File: config.mk
export PLATFORM = sky130hd
export DESIGN_NAME = bilou_viterbi_step_flat
export DESIGN_NICKNAME = d
export VERILOG_FILES = /design/src/rtl/core/bvs_pkg.sv /design/src/rtl/core/bvs_if.sv /design/src/rtl/core/bilou_viterbi_step.sv /design/src/rtl/core/bvs_ctrl.sv /design/src/rtl/core/bvs_dp.sv /design/src/flat_wrapper.sv
export SDC_FILE = /design/constraint.sdc
export NUM_CORES = 1
export LEC_CHECK = 0
export ABC_CLOCK_PERIOD_IN_PS = 13100
export BUFFER_PORTS_ARGS = -buffer_cell sky130_fd_sc_hd__buf_2
export CORE_ASPECT_RATIO = 1.5
export CORE_UTILIZATION = 35
export CTS_BUF_LIST = sky130_fd_sc_hd__clkbuf_8
export CTS_CLUSTER_DIAMETER = 30
export DETAILED_ROUTE_END_ITERATION = 6
export GPL_TIMING_DRIVEN = 0
export PLACE_DENSITY_LB_ADDON = 0.3
export SLEW_MARGIN = 30
export SYNTH_ARGS = -nofsm -noshare
export SYNTH_HDL_FRONTEND = slang
export SYNTH_HIERARCHICAL = 1
export SYNTH_SLANG_ARGS = --single-unit
export TNS_END_PERCENT = 5
File: constraint.sdc
create_clock -name clock -period 13.1 [get_ports clock]
set_input_delay 0.655 -clock clock [delete_from_list [all_inputs] [get_ports clock]]
set_output_delay 0.655 -clock clock [all_outputs]
set_load 0.01 [all_outputs]
File: src/rtl/core/bvs_pkg.sv
// Shared types and constants for the BILOU Viterbi step block.
`timescale 1ns / 1ps
package bvs_pkg;

   localparam int PROB_W   = 16;
   localparam int ENT_IO_W = 8;
   localparam int TAG_W    = 3;
   localparam int NUM_TAGS = 5;

   typedef enum logic [TAG_W-1:0] {
      TAG_B    = 3'd0,
      TAG_I    = 3'd1,
      TAG_L    = 3'd2,
      TAG_O    = 3'd3,
      TAG_U    = 3'd4,
      TAG_NONE = 3'd5
   } tag_type;

   typedef struct packed {
      logic                 load;
      logic                 select;
      logic                 div_step;
      logic                 mul_en;
      logic [TAG_W-1:0]     mul_idx;
      logic                 finish;
   } dp_cmd_type;

   typedef struct packed {
      logic first;
   } dp_status_type;

endpackage

File: src/rtl/core/bvs_if.sv
// Item channel interfaces for the token input and the step result.
`timescale 1ns / 1ps
interface bvs_req_if;
   logic        valid;
   logic        ready;
   logic        first_token;
   logic [15:0] local_prob_b;
   logic [15:0] local_prob_i;
   logic [15:0] local_prob_l;
   logic [15:0] local_prob_o;
   logic [15:0] local_prob_u;
   logic [7:0]  local_entity_b;
   logic [7:0]  local_entity_i;
   logic [7:0]  local_entity_l;
   logic [7:0]  local_entity_o;
   logic [7:0]  local_entity_u;

   modport source (output valid, first_token, local_prob_b, local_prob_i, local_prob_l,
                   local_prob_o, local_prob_u, local_entity_b, local_entity_i,
                   local_entity_l, local_entity_o, local_entity_u, input ready);
   modport sink (input valid, first_token, local_prob_b, local_prob_i, local_prob_l,
                 local_prob_o, local_prob_u, local_entity_b, local_entity_i,
                 local_entity_l, local_entity_o, local_entity_u, output ready);
endinterface

interface bvs_rsp_if;
   logic       valid;
   logic       ready;
   logic [2:0] back_b;
   logic [2:0] back_i;
   logic [2:0] back_l;
   logic [2:0] back_o;
   logic [2:0] back_u;
   logic [2:0] best_tag;
   logic [7:0] entity_of_i;
   logic [7:0] entity_of_l;

   modport source (output valid, back_b, back_i, back_l, back_o, back_u, best_tag,
                   entity_of_i, entity_of_l, input ready);
   modport sink (input valid, back_b, back_i, back_l, back_o, back_u, best_tag,
                 entity_of_i, entity_of_l, output ready);
endinterface

File: src/rtl/core/bilou_viterbi_step.sv
// Top level of the BILOU Viterbi forward step.
// One token is taken at a time and its result is held until taken. After
// acceptance, a first token goes through the select and best states; a later
// token also goes through the restoring divider (ratios in Q1.15 by default),
// which produces one ratio bit per cycle, and the single multiplier, which
// forms the five path products one per cycle. The next token is accepted the
// cycle after the result is taken. Path state resets to zero.
`timescale 1ns / 1ps
module bilou_viterbi_step #(
   parameter int PROB_FRAC_BITS = 15,
   parameter int ENTITY_WIDTH   = 8
) (
   input  logic      clock,
   input  logic      reset,
   bvs_req_if.sink   req_if,
   bvs_rsp_if.source rsp_if
);
   import bvs_pkg::*;

   dp_cmd_type          cmd;
   dp_status_type       status;
   logic [PROB_W-1:0]   in_prob [NUM_TAGS];
   logic [ENT_IO_W-1:0] in_ent  [NUM_TAGS];
   logic [TAG_W-1:0]    out_back [NUM_TAGS];

   assign in_prob[TAG_B] = req_if.local_prob_b;
   assign in_prob[TAG_I] = req_if.local_prob_i;
   assign in_prob[TAG_L] = req_if.local_prob_l;
   assign in_prob[TAG_O] = req_if.local_prob_o;
   assign in_prob[TAG_U] = req_if.local_prob_u;
   assign in_ent[TAG_B]  = req_if.local_entity_b;
   assign in_ent[TAG_I]  = req_if.local_entity_i;
   assign in_ent[TAG_L]  = req_if.local_entity_l;
   assign in_ent[TAG_O]  = req_if.local_entity_o;
   assign in_ent[TAG_U]  = req_if.local_entity_u;

   bvs_ctrl #(
      .PROB_FRAC_BITS(PROB_FRAC_BITS)
   ) u_ctrl (
      .clock     (clock),
      .reset     (reset),
      .req_valid (req_if.valid),
      .req_ready (req_if.ready),
      .rsp_valid (rsp_if.valid),
      .rsp_ready (rsp_if.ready),
      .status    (status),
      .cmd       (cmd)
   );

   bvs_dp #(
      .PROB_FRAC_BITS(PROB_FRAC_BITS),
      .ENTITY_WIDTH  (ENTITY_WIDTH)
   ) u_dp (
      .clock     (clock),
      .reset     (reset),
      .cmd       (cmd),
      .status    (status),
      .in_first  (req_if.first_token),
      .in_prob   (in_prob),
      .in_ent    (in_ent),
      .out_back  (out_back),
      .out_best  (rsp_if.best_tag),
      .out_ent_i (rsp_if.entity_of_i),
      .out_ent_l (rsp_if.entity_of_l)
   );

   assign rsp_if.back_b = out_back[TAG_B];
   assign rsp_if.back_i = out_back[TAG_I];
   assign rsp_if.back_l = out_back[TAG_L];
   assign rsp_if.back_o = out_back[TAG_O];
   assign rsp_if.back_u = out_back[TAG_U];

endmodule

File: src/rtl/core/bvs_ctrl.sv
// Sequencer: accept, select, divide, multiply, pick best, deliver.
`timescale 1ns / 1ps
module bvs_ctrl #(
   parameter int PROB_FRAC_BITS = 15
) (
   input  logic                   clock,
   input  logic                   reset,
   input  logic                   req_valid,
   output logic                   req_ready,
   output logic                   rsp_valid,
   input  logic                   rsp_ready,
   input  bvs_pkg::dp_status_type status,
   output bvs_pkg::dp_cmd_type    cmd
);
   import bvs_pkg::*;

   localparam int DIV_STEPS = PROB_FRAC_BITS + 1;
   localparam int CNT_W     = $clog2(DIV_STEPS + 1);

   typedef enum logic [2:0] {
      ST_IDLE, ST_SEL, ST_DIV, ST_MUL, ST_BEST, ST_RESP
   } state_type;

   state_type          state_ff;
   logic [CNT_W-1:0]   cnt_ff;
   logic [TAG_W-1:0]   idx_ff;
   logic               req_ready_ff;
   logic               rsp_valid_ff;

   always_ff @(posedge clock) begin
      if (reset) begin
         state_ff     <= ST_IDLE;
         cnt_ff       <= '0;
         idx_ff       <= '0;
         req_ready_ff <= 1'b1;
         rsp_valid_ff <= 1'b0;
      end else begin
         unique case (state_ff)
            ST_IDLE: begin
               if (req_valid) begin
                  state_ff     <= ST_SEL;
                  req_ready_ff <= 1'b0;
               end
            end
            ST_SEL: begin
               cnt_ff   <= '0;
               idx_ff   <= '0;
               state_ff <= status.first ? ST_BEST : ST_DIV;
            end
            ST_DIV: begin
               if (cnt_ff == CNT_W'(DIV_STEPS - 1)) state_ff <= ST_MUL;
               cnt_ff <= cnt_ff + 1'b1;
            end
            ST_MUL: begin
               if (idx_ff == TAG_W'(NUM_TAGS - 1)) state_ff <= ST_BEST;
               idx_ff <= idx_ff + 1'b1;
            end
            ST_BEST: begin
               state_ff     <= ST_RESP;
               rsp_valid_ff <= 1'b1;
            end
            ST_RESP: begin
               if (rsp_ready) begin
                  state_ff     <= ST_IDLE;
                  rsp_valid_ff <= 1'b0;
                  req_ready_ff <= 1'b1;
               end
            end
            default: state_ff <= ST_IDLE;
         endcase
      end
   end

   assign req_ready = req_ready_ff;
   assign rsp_valid = rsp_valid_ff;

   always_comb begin
      cmd          = '0;
      cmd.load     = req_valid && req_ready_ff;
      cmd.select   = (state_ff == ST_SEL);
      cmd.div_step = (state_ff == ST_DIV);
      cmd.mul_en   = (state_ff == ST_MUL);
      cmd.mul_idx  = idx_ff;
      cmd.finish   = (state_ff == ST_BEST);
   end

endmodule

File: src/rtl/core/bvs_dp.sv
// Datapath: path state, restoring divider, shared multiplier, result registers.
`timescale 1ns / 1ps
module bvs_dp #(
   parameter int PROB_FRAC_BITS = 15,
   parameter int ENTITY_WIDTH   = 8
) (
   input  logic                   clock,
   input  logic                   reset,
   input  bvs_pkg::dp_cmd_type    cmd,
   output bvs_pkg::dp_status_type status,
   input  logic                   in_first,
   input  logic [bvs_pkg::PROB_W-1:0]   in_prob [bvs_pkg::NUM_TAGS],
   input  logic [bvs_pkg::ENT_IO_W-1:0] in_ent  [bvs_pkg::NUM_TAGS],
   output logic [bvs_pkg::TAG_W-1:0]    out_back [bvs_pkg::NUM_TAGS],
   output logic [bvs_pkg::TAG_W-1:0]    out_best,
   output logic [bvs_pkg::ENT_IO_W-1:0] out_ent_i,
   output logic [bvs_pkg::ENT_IO_W-1:0] out_ent_l
);
   import bvs_pkg::*;

   localparam int FW   = PROB_FRAC_BITS + 1;           // factor width, holds ONE
   localparam int MW   = FW + PROB_W;                  // product width
   localparam int EWX  = (ENTITY_WIDTH > ENT_IO_W) ? ENTITY_WIDTH : ENT_IO_W;
   localparam logic [FW-1:0] ONE = FW'(64'd1 << PROB_FRAC_BITS);
   localparam logic [MW-1:0] ONE_EXT = MW'(64'd1 << PROB_FRAC_BITS);
   localparam logic [PROB_W-1:0] ONE_SAT =
      (PROB_FRAC_BITS < PROB_W) ? PROB_W'(64'd1 << PROB_FRAC_BITS) : '1;

   logic [PROB_W-1:0]       local_ff [NUM_TAGS];
   logic [ENTITY_WIDTH-1:0] ent_ff   [NUM_TAGS];
   logic                    first_ff;
   logic [PROB_W-1:0]       path_prob_ff   [NUM_TAGS];
   logic [ENTITY_WIDTH-1:0] path_entity_ff [NUM_TAGS];
   logic [TAG_W-1:0]        back_ff [NUM_TAGS];
   logic [TAG_W-1:0]        best_ff;
   logic [ENT_IO_W-1:0]     ent_i_ff, ent_l_ff;

   logic [PROB_W:0]         rem_ff;
   logic [PROB_W-1:0]       large_ff;
   logic [FW-1:0]           quo_ff;
   logic                    bi_gt_ff;
   logic                    zero_ff;

   // selection
   logic [TAG_W-1:0]        lou_tag, bi_tag;
   logic [PROB_W-1:0]       lou_p, bi_p;
   logic                    bi_gt;
   // divider
   logic                    div_ge;
   logic [PROB_W:0]         div_sub;
   // multiplier
   logic [FW-1:0]           f_small, f_lou, f_bi, factor;
   logic [MW-1:0]           product;
   // best search
   logic [TAG_W-1:0]        best_tag;
   logic [PROB_W-1:0]       best_p;
   logic [EWX-1:0]          ent_wide_i, ent_wide_l;

   always_comb begin
      lou_tag = TAG_L;
      lou_p   = path_prob_ff[TAG_L];
      if (path_prob_ff[TAG_O] > lou_p) begin
         lou_tag = TAG_O;
         lou_p   = path_prob_ff[TAG_O];
      end
      if (path_prob_ff[TAG_U] > lou_p) begin
         lou_tag = TAG_U;
         lou_p   = path_prob_ff[TAG_U];
      end
      bi_tag = TAG_B;
      bi_p   = path_prob_ff[TAG_B];
      if (path_prob_ff[TAG_I] > bi_p) begin
         bi_tag = TAG_I;
         bi_p   = path_prob_ff[TAG_I];
      end
      bi_gt = bi_p > lou_p;
   end

   assign div_ge  = rem_ff >= {1'b0, large_ff};
   assign div_sub = div_ge ? (rem_ff - {1'b0, large_ff}) : rem_ff;

   // both maxima zero: the ratio is forced to zero
   assign f_small = zero_ff ? '0 : quo_ff;
   assign f_lou   = bi_gt_ff ? f_small : ONE;
   assign f_bi    = bi_gt_ff ? ONE : f_small;

   always_comb begin
      case (cmd.mul_idx) inside
         TAG_I, TAG_L: factor = f_bi;
         default:      factor = f_lou;
      endcase
      product = MW'(factor) * MW'(local_ff[cmd.mul_idx]);
   end

   always_comb begin
      best_tag = TAG_B;
      best_p   = path_prob_ff[TAG_B];
      for (int t = 1; t < NUM_TAGS; t++) begin
         if (path_prob_ff[t] > best_p) begin
            best_tag = TAG_W'(t);
            best_p   = path_prob_ff[t];
         end
      end
      ent_wide_i = EWX'(path_entity_ff[TAG_I]);
      ent_wide_l = EWX'(path_entity_ff[TAG_L]);
   end

   always_ff @(posedge clock) begin
      if (reset) begin
         for (int t = 0; t < NUM_TAGS; t++) begin
            path_prob_ff[t]   <= '0;
            path_entity_ff[t] <= '0;
         end
      end else begin
         if (cmd.load) begin
            first_ff <= in_first;
            for (int t = 0; t < NUM_TAGS; t++) begin
               local_ff[t] <= (MW'(in_prob[t]) > ONE_EXT) ? ONE_SAT : in_prob[t];
               ent_ff[t]   <= ENTITY_WIDTH'(EWX'(in_ent[t]));
            end
         end
         if (cmd.select) begin
            if (first_ff) begin
               for (int t = 0; t < NUM_TAGS; t++) begin
                  path_prob_ff[t]   <= local_ff[t];
                  path_entity_ff[t] <= ent_ff[t];
                  back_ff[t]        <= TAG_NONE;
               end
               path_prob_ff[TAG_I] <= '0;
               path_prob_ff[TAG_L] <= '0;
            end else begin
               bi_gt_ff <= bi_gt;
               large_ff <= bi_gt ? bi_p : lou_p;
               rem_ff   <= {1'b0, (bi_gt ? lou_p : bi_p)};
               zero_ff  <= (lou_p == '0) && !bi_gt;
               quo_ff   <= '0;
               path_entity_ff[TAG_B] <= ent_ff[TAG_B];
               path_entity_ff[TAG_I] <= path_entity_ff[bi_tag];
               path_entity_ff[TAG_L] <= path_entity_ff[bi_tag];
               path_entity_ff[TAG_O] <= ent_ff[TAG_O];
               path_entity_ff[TAG_U] <= ent_ff[TAG_U];
               back_ff[TAG_B] <= lou_tag;
               back_ff[TAG_I] <= bi_tag;
               back_ff[TAG_L] <= bi_tag;
               back_ff[TAG_O] <= lou_tag;
               back_ff[TAG_U] <= lou_tag;
            end
         end
         if (cmd.div_step) begin
            quo_ff <= {quo_ff[FW-2:0], div_ge};
            rem_ff <= {div_sub[PROB_W-1:0], 1'b0};
         end
         if (cmd.mul_en) begin
            path_prob_ff[cmd.mul_idx] <= product[PROB_FRAC_BITS +: PROB_W];
         end
         if (cmd.finish) begin
            best_ff  <= best_tag;
            ent_i_ff <= ENT_IO_W'(ent_wide_i);
            ent_l_ff <= ENT_IO_W'(ent_wide_l);
         end
      end
   end

   assign status.first = first_ff;
   assign out_back     = back_ff;
   assign out_best     = best_ff;
   assign out_ent_i    = ent_i_ff;
   assign out_ent_l    = ent_l_ff;

endmodule

File: src/flat_wrapper.sv
// flat-port wrapper written by rule: the top's interface ports become plain ports
module bilou_viterbi_step_flat import bvs_pkg::*;
#(
   parameter int PROB_FRAC_BITS = 15,
   parameter int ENTITY_WIDTH   = 8
)
  (clock, reset, req_if_valid, req_if_first_token, req_if_local_prob_b, req_if_local_prob_i, req_if_local_prob_l, req_if_local_prob_o, req_if_local_prob_u, req_if_local_entity_b, req_if_local_entity_i, req_if_local_entity_l, req_if_local_entity_o, req_if_local_entity_u, req_if_ready, rsp_if_valid, rsp_if_back_b, rsp_if_back_i, rsp_if_back_l, rsp_if_back_o, rsp_if_back_u, rsp_if_best_tag, rsp_if_entity_of_i, rsp_if_entity_of_l, rsp_if_ready);
  bvs_req_if req_if_i ();
  bvs_rsp_if rsp_if_i ();
  input  logic clock;
  input  logic reset;
  input wire logic [$bits(req_if_i.valid)-1:0] req_if_valid;
  input wire logic [$bits(req_if_i.first_token)-1:0] req_if_first_token;
  input wire logic [$bits(req_if_i.local_prob_b)-1:0] req_if_local_prob_b;
  input wire logic [$bits(req_if_i.local_prob_i)-1:0] req_if_local_prob_i;
  input wire logic [$bits(req_if_i.local_prob_l)-1:0] req_if_local_prob_l;
  input wire logic [$bits(req_if_i.local_prob_o)-1:0] req_if_local_prob_o;
  input wire logic [$bits(req_if_i.local_prob_u)-1:0] req_if_local_prob_u;
  input wire logic [$bits(req_if_i.local_entity_b)-1:0] req_if_local_entity_b;
  input wire logic [$bits(req_if_i.local_entity_i)-1:0] req_if_local_entity_i;
  input wire logic [$bits(req_if_i.local_entity_l)-1:0] req_if_local_entity_l;
  input wire logic [$bits(req_if_i.local_entity_o)-1:0] req_if_local_entity_o;
  input wire logic [$bits(req_if_i.local_entity_u)-1:0] req_if_local_entity_u;
  output wire logic [$bits(req_if_i.ready)-1:0] req_if_ready;
  output wire logic [$bits(rsp_if_i.valid)-1:0] rsp_if_valid;
  output wire logic [$bits(rsp_if_i.back_b)-1:0] rsp_if_back_b;
  output wire logic [$bits(rsp_if_i.back_i)-1:0] rsp_if_back_i;
  output wire logic [$bits(rsp_if_i.back_l)-1:0] rsp_if_back_l;
  output wire logic [$bits(rsp_if_i.back_o)-1:0] rsp_if_back_o;
  output wire logic [$bits(rsp_if_i.back_u)-1:0] rsp_if_back_u;
  output wire logic [$bits(rsp_if_i.best_tag)-1:0] rsp_if_best_tag;
  output wire logic [$bits(rsp_if_i.entity_of_i)-1:0] rsp_if_entity_of_i;
  output wire logic [$bits(rsp_if_i.entity_of_l)-1:0] rsp_if_entity_of_l;
  input wire logic [$bits(rsp_if_i.ready)-1:0] rsp_if_ready;
  assign req_if_i.valid = req_if_valid;
  assign req_if_i.first_token = req_if_first_token;
  assign req_if_i.local_prob_b = req_if_local_prob_b;
  assign req_if_i.local_prob_i = req_if_local_prob_i;
  assign req_if_i.local_prob_l = req_if_local_prob_l;
  assign req_if_i.local_prob_o = req_if_local_prob_o;
  assign req_if_i.local_prob_u = req_if_local_prob_u;
  assign req_if_i.local_entity_b = req_if_local_entity_b;
  assign req_if_i.local_entity_i = req_if_local_entity_i;
  assign req_if_i.local_entity_l = req_if_local_entity_l;
  assign req_if_i.local_entity_o = req_if_local_entity_o;
  assign req_if_i.local_entity_u = req_if_local_entity_u;
  assign req_if_ready = req_if_i.ready;
  assign rsp_if_valid = rsp_if_i.valid;
  assign rsp_if_back_b = rsp_if_i.back_b;
  assign rsp_if_back_i = rsp_if_i.back_i;
  assign rsp_if_back_l = rsp_if_i.back_l;
  assign rsp_if_back_o = rsp_if_i.back_o;
  assign rsp_if_back_u = rsp_if_i.back_u;
  assign rsp_if_best_tag = rsp_if_i.best_tag;
  assign rsp_if_entity_of_i = rsp_if_i.entity_of_i;
  assign rsp_if_entity_of_l = rsp_if_i.entity_of_l;
  assign rsp_if_i.ready = rsp_if_ready;
  bilou_viterbi_step #(.PROB_FRAC_BITS(PROB_FRAC_BITS), .ENTITY_WIDTH(ENTITY_WIDTH)) u_core (.clock(clock), .reset(reset), .req_if(req_if_i), .rsp_if(rsp_if_i));
endmodule
==> qor.yml <==
route:
  drtIter0Drc: 1313
  post_drt_wl_per_cell_microns: 21.5
  final_antenna_net_count: 0
  wirelength_microns: 79400
  num_vias: 19636
  first_pass_iters: 7
  viasPerCell: 5.31
  drc: 4
floorplan:
  rows: 119
  initial_core_util_pct: 35.5
  fp.dieW_microns: 221
  ios: 161
  die_h_microns: 330
  coreArea_sq_mm: 0.0706
  dieArea_sq_mm: 0.0728
layout:
  final_cell_mix: "inv_1 (342), edfxtp_1 (284), nand2_1 (260)"
  syn_to_final_growth_pct: 14.1
  mostFrequentLayoutCell: "inv_1"
  layout-drive-gt1-share_pct: 12.5
  nets: 3276
  stdcell_count: 3696
  n_fill_cell: 6948
logic_synthesis:
  synth_edf_count: 284
  synth-xor-area-share_pct: 1.19
  seq_area_frac_synth_pct: 35.0
  yosysWarnings: 6
  async_reset_ff_share_pct: 0
  syn_avg_cell_area_sq_um: 9.95
  synth_compound_area_share_pct: 10.0
  synth_mux_area_share_pct: 3.81
  synthAdderAreaFrac_pct: 26.6
  dominantRegCellSynth: "edfxtp_1"
  ys_types: 86
  synth_top_family_by_area: "adder cells"
  syn-cell-area_sq_mm: 0.0251
  yosys.area_share.simple_pct: 16.1
  syn_inst: 2521
  ys_ff_latch: 297
pwr:
  p_leak_nw: 12.1
  peakVddDrop_v: 0.0000829
  p_per_area_mw_per_mm2: 116
timing:
  tns_ns: 0
  tightestPinTransition_ns: 0.988
  fin_crit_ns: 10.51
  slew_headroom_pct: 33.7
  rsz0062_at_grt: "no"
  fmax_mhz: 95.2
  slew_viol_final: 0
  fin_worst_skew_ns: 0.0632
  hold_violations: 0
  period_share_pct: 80.2
  setup_violations: 0
setup_path:
  cpMostUsedCell: "fa_1"
  critical_path.max_stage_delay_ns: 0.72
  critPathArrivalTime_ns: 10.85
  critPathLaunchType: "flop"
  cp_max_fo: 10
  crit_path_end_kind: "flop"
  worstSetupPathType: "reg -> reg"
  crit_slowest_cell: "xnor2_1"
  crit_required_ns: 13.44
clock_network:
  clk_latency_ns: 0.67
  cts_buffers: 66
  clockBufferDepth: 3
  path_clk_slew_ns: 0.05
  cts_resized: 0
  cts-root-buf: "clkbuf_8"
  cts_hold_buffers: 0
  post_cts_buffers: 0
  cts_sinks: 297
  cts_max_level: 3
  cts_tree: "yes"
global_route:
  track_usage_pct: 22.1
  grt_max_degree: 28
  overflow: 0
  grt_pass1_vias: 20860
  antenna_found_initial: 8
  grt_first_pass_wirelength_microns: 120000
placed_design:
  numPortBuffers: 137
  placed_cells: 3572
  hpwlAfterDp_microns: 65800
  gp_congestion: 0.977
hold_path:
  min-delay-path-class: "in -> reg"
outcome:
  failed_checks: "DRC"
  status: "complete, but fails checks"
job:
  drv_cap: 0
[report_power, final]
group	internal, mW	switching [mW]
registers	1.13	0.0438
logic	0.363	0.620
clock network	0.693	0.473
[per-layer routing]
metal,vias to the layer above,part of all wire (%),track usage (%)
met5,-,0.033,0
met4,4,7.7,16.0
met3,252,4.2,2.87
met2,687,52,40.0
met1,9647,36,23.3
li1,9046,-,-
[path summary, 6_finish.rpt]
| kind | from | to | slack, ns | cells past startpoint |
|---|---|---|---|---|
| setup / recovery | u_core/u_ctrl/idx_ff[1] | u_core/u_dp/path_prob_ff[3][8] | 2.59 | 31 |
| hold / removal | req_if_local_entity_b[2] | u_core/u_dp/ent_ff[0][2] | 0.16 | 1 |
| setup reg to reg | u_core/u_ctrl/idx_ff[1] | u_core/u_dp/path_prob_ff[3][8] | 2.59 | 31 |
| hold reg to reg | u_core/u_dp/path_entity_ff[1][1] | u_core/u_dp/out_ent_i[1] | 0.42 | 0 |
[synthesized netlist by cell type (45+ instances only)]
| cell | n | area share [%] |
|---|---|---|
| inv_1 | 333 | 5.0 |
| edfxtp_1 | 284 | 34 |
| nand2_1 | 260 | 3.9 |
| ha_1 | 225 | 11 |
| fa_1 | 193 | 15 |
| nor2_1 | 172 | 2.6 |
| a21oi_1 | 117 | 2.3 |
| nor2b_1 | 102 | 2.5 |
| clkbuf_1 | 89 | 1.3 |
| nand3_1 | 81 | 1.6 |
| o21ai_0 | 68 | 1.4 |
| mux2i_1 | 49 | 2.0 |
| nor3_1 | 47 | 0.94 |
| o21ai_1 | 47 | 0.94 |
| a21o_1 | 45 | 1.3 |
[critical path, delay by kind of cell (launching register included)]
family	cells	cell delay, ns
AOI/OAI and AO/OA	10	2.63
DFF	1	0.40
and+or+nand+nor	3	0.97
adders and majority gates	7	3.19
muxes	1	0.16
buffers and inverters	9	2.07
xor gates and xnor gates	1	0.72
[final cells by class]
cell class	count	area, sq um	share of cell area, %
Antenna cell	6	15.0	0.0524
Buffer	119	541	1.89
Clock buffer	66	908	3.17
Clock inverter	52	606	2.12
Inverter	335	1260	4.39
Multi-Input combinational cell	1771	14500	50.8
Sequential cell	297	8790	30.7
Tap cell	907	1130	3.96
Timing Repair Buffer	143	838	2.93
[sequential cells by signal, summed over array words and instances (netlist names), 8 cells and up]
signal                      flops
u_core/u_dp/local_ff           80
u_core/u_dp/out_ent_i           8
u_core/u_dp/out_ent_l           8
u_core/u_dp/quo_ff             16
u_core/u_dp/large_ff           16
u_core/u_dp/ent_ff             24
u_core/u_dp/path_entity_ff     24
u_core/u_dp/rem_ff             17
u_core/u_dp/path_prob_ff       80
[logic make-up after synthesis]
kind of cell,after synthesis
other,1
XOR/XNOR,34
AO/OA/AOI/OAI,395
AND/OR/NAND/NOR,834
multiplexers,88
flip-flops,297
buffers and inverters,454
adder cells (fa/ha/maj),418
[stage by stage]
stage | power, mW | utilization, % | worst slack, ns | instance area, sq um | hold WS, ns
final | 3.32 | 40.6 | 2.59 | 28600 | 0.160
after global placement | 2.14 | 38.1 | 2.65 | 26900 | 0.402
after floorplan | 1.83 | - | 4.81 | 25100 | 0.400
after detailed placement | 2.17 | 38.4 | 2.66 | 27100 | 0.412
after global routing | 3.50 | 40.6 | 1.94 | 28600 | 0.123
after CTS | 3.35 | 40.5 | 2.60 | 28600 | 0.106
Power figures use the tool's default switching activity.
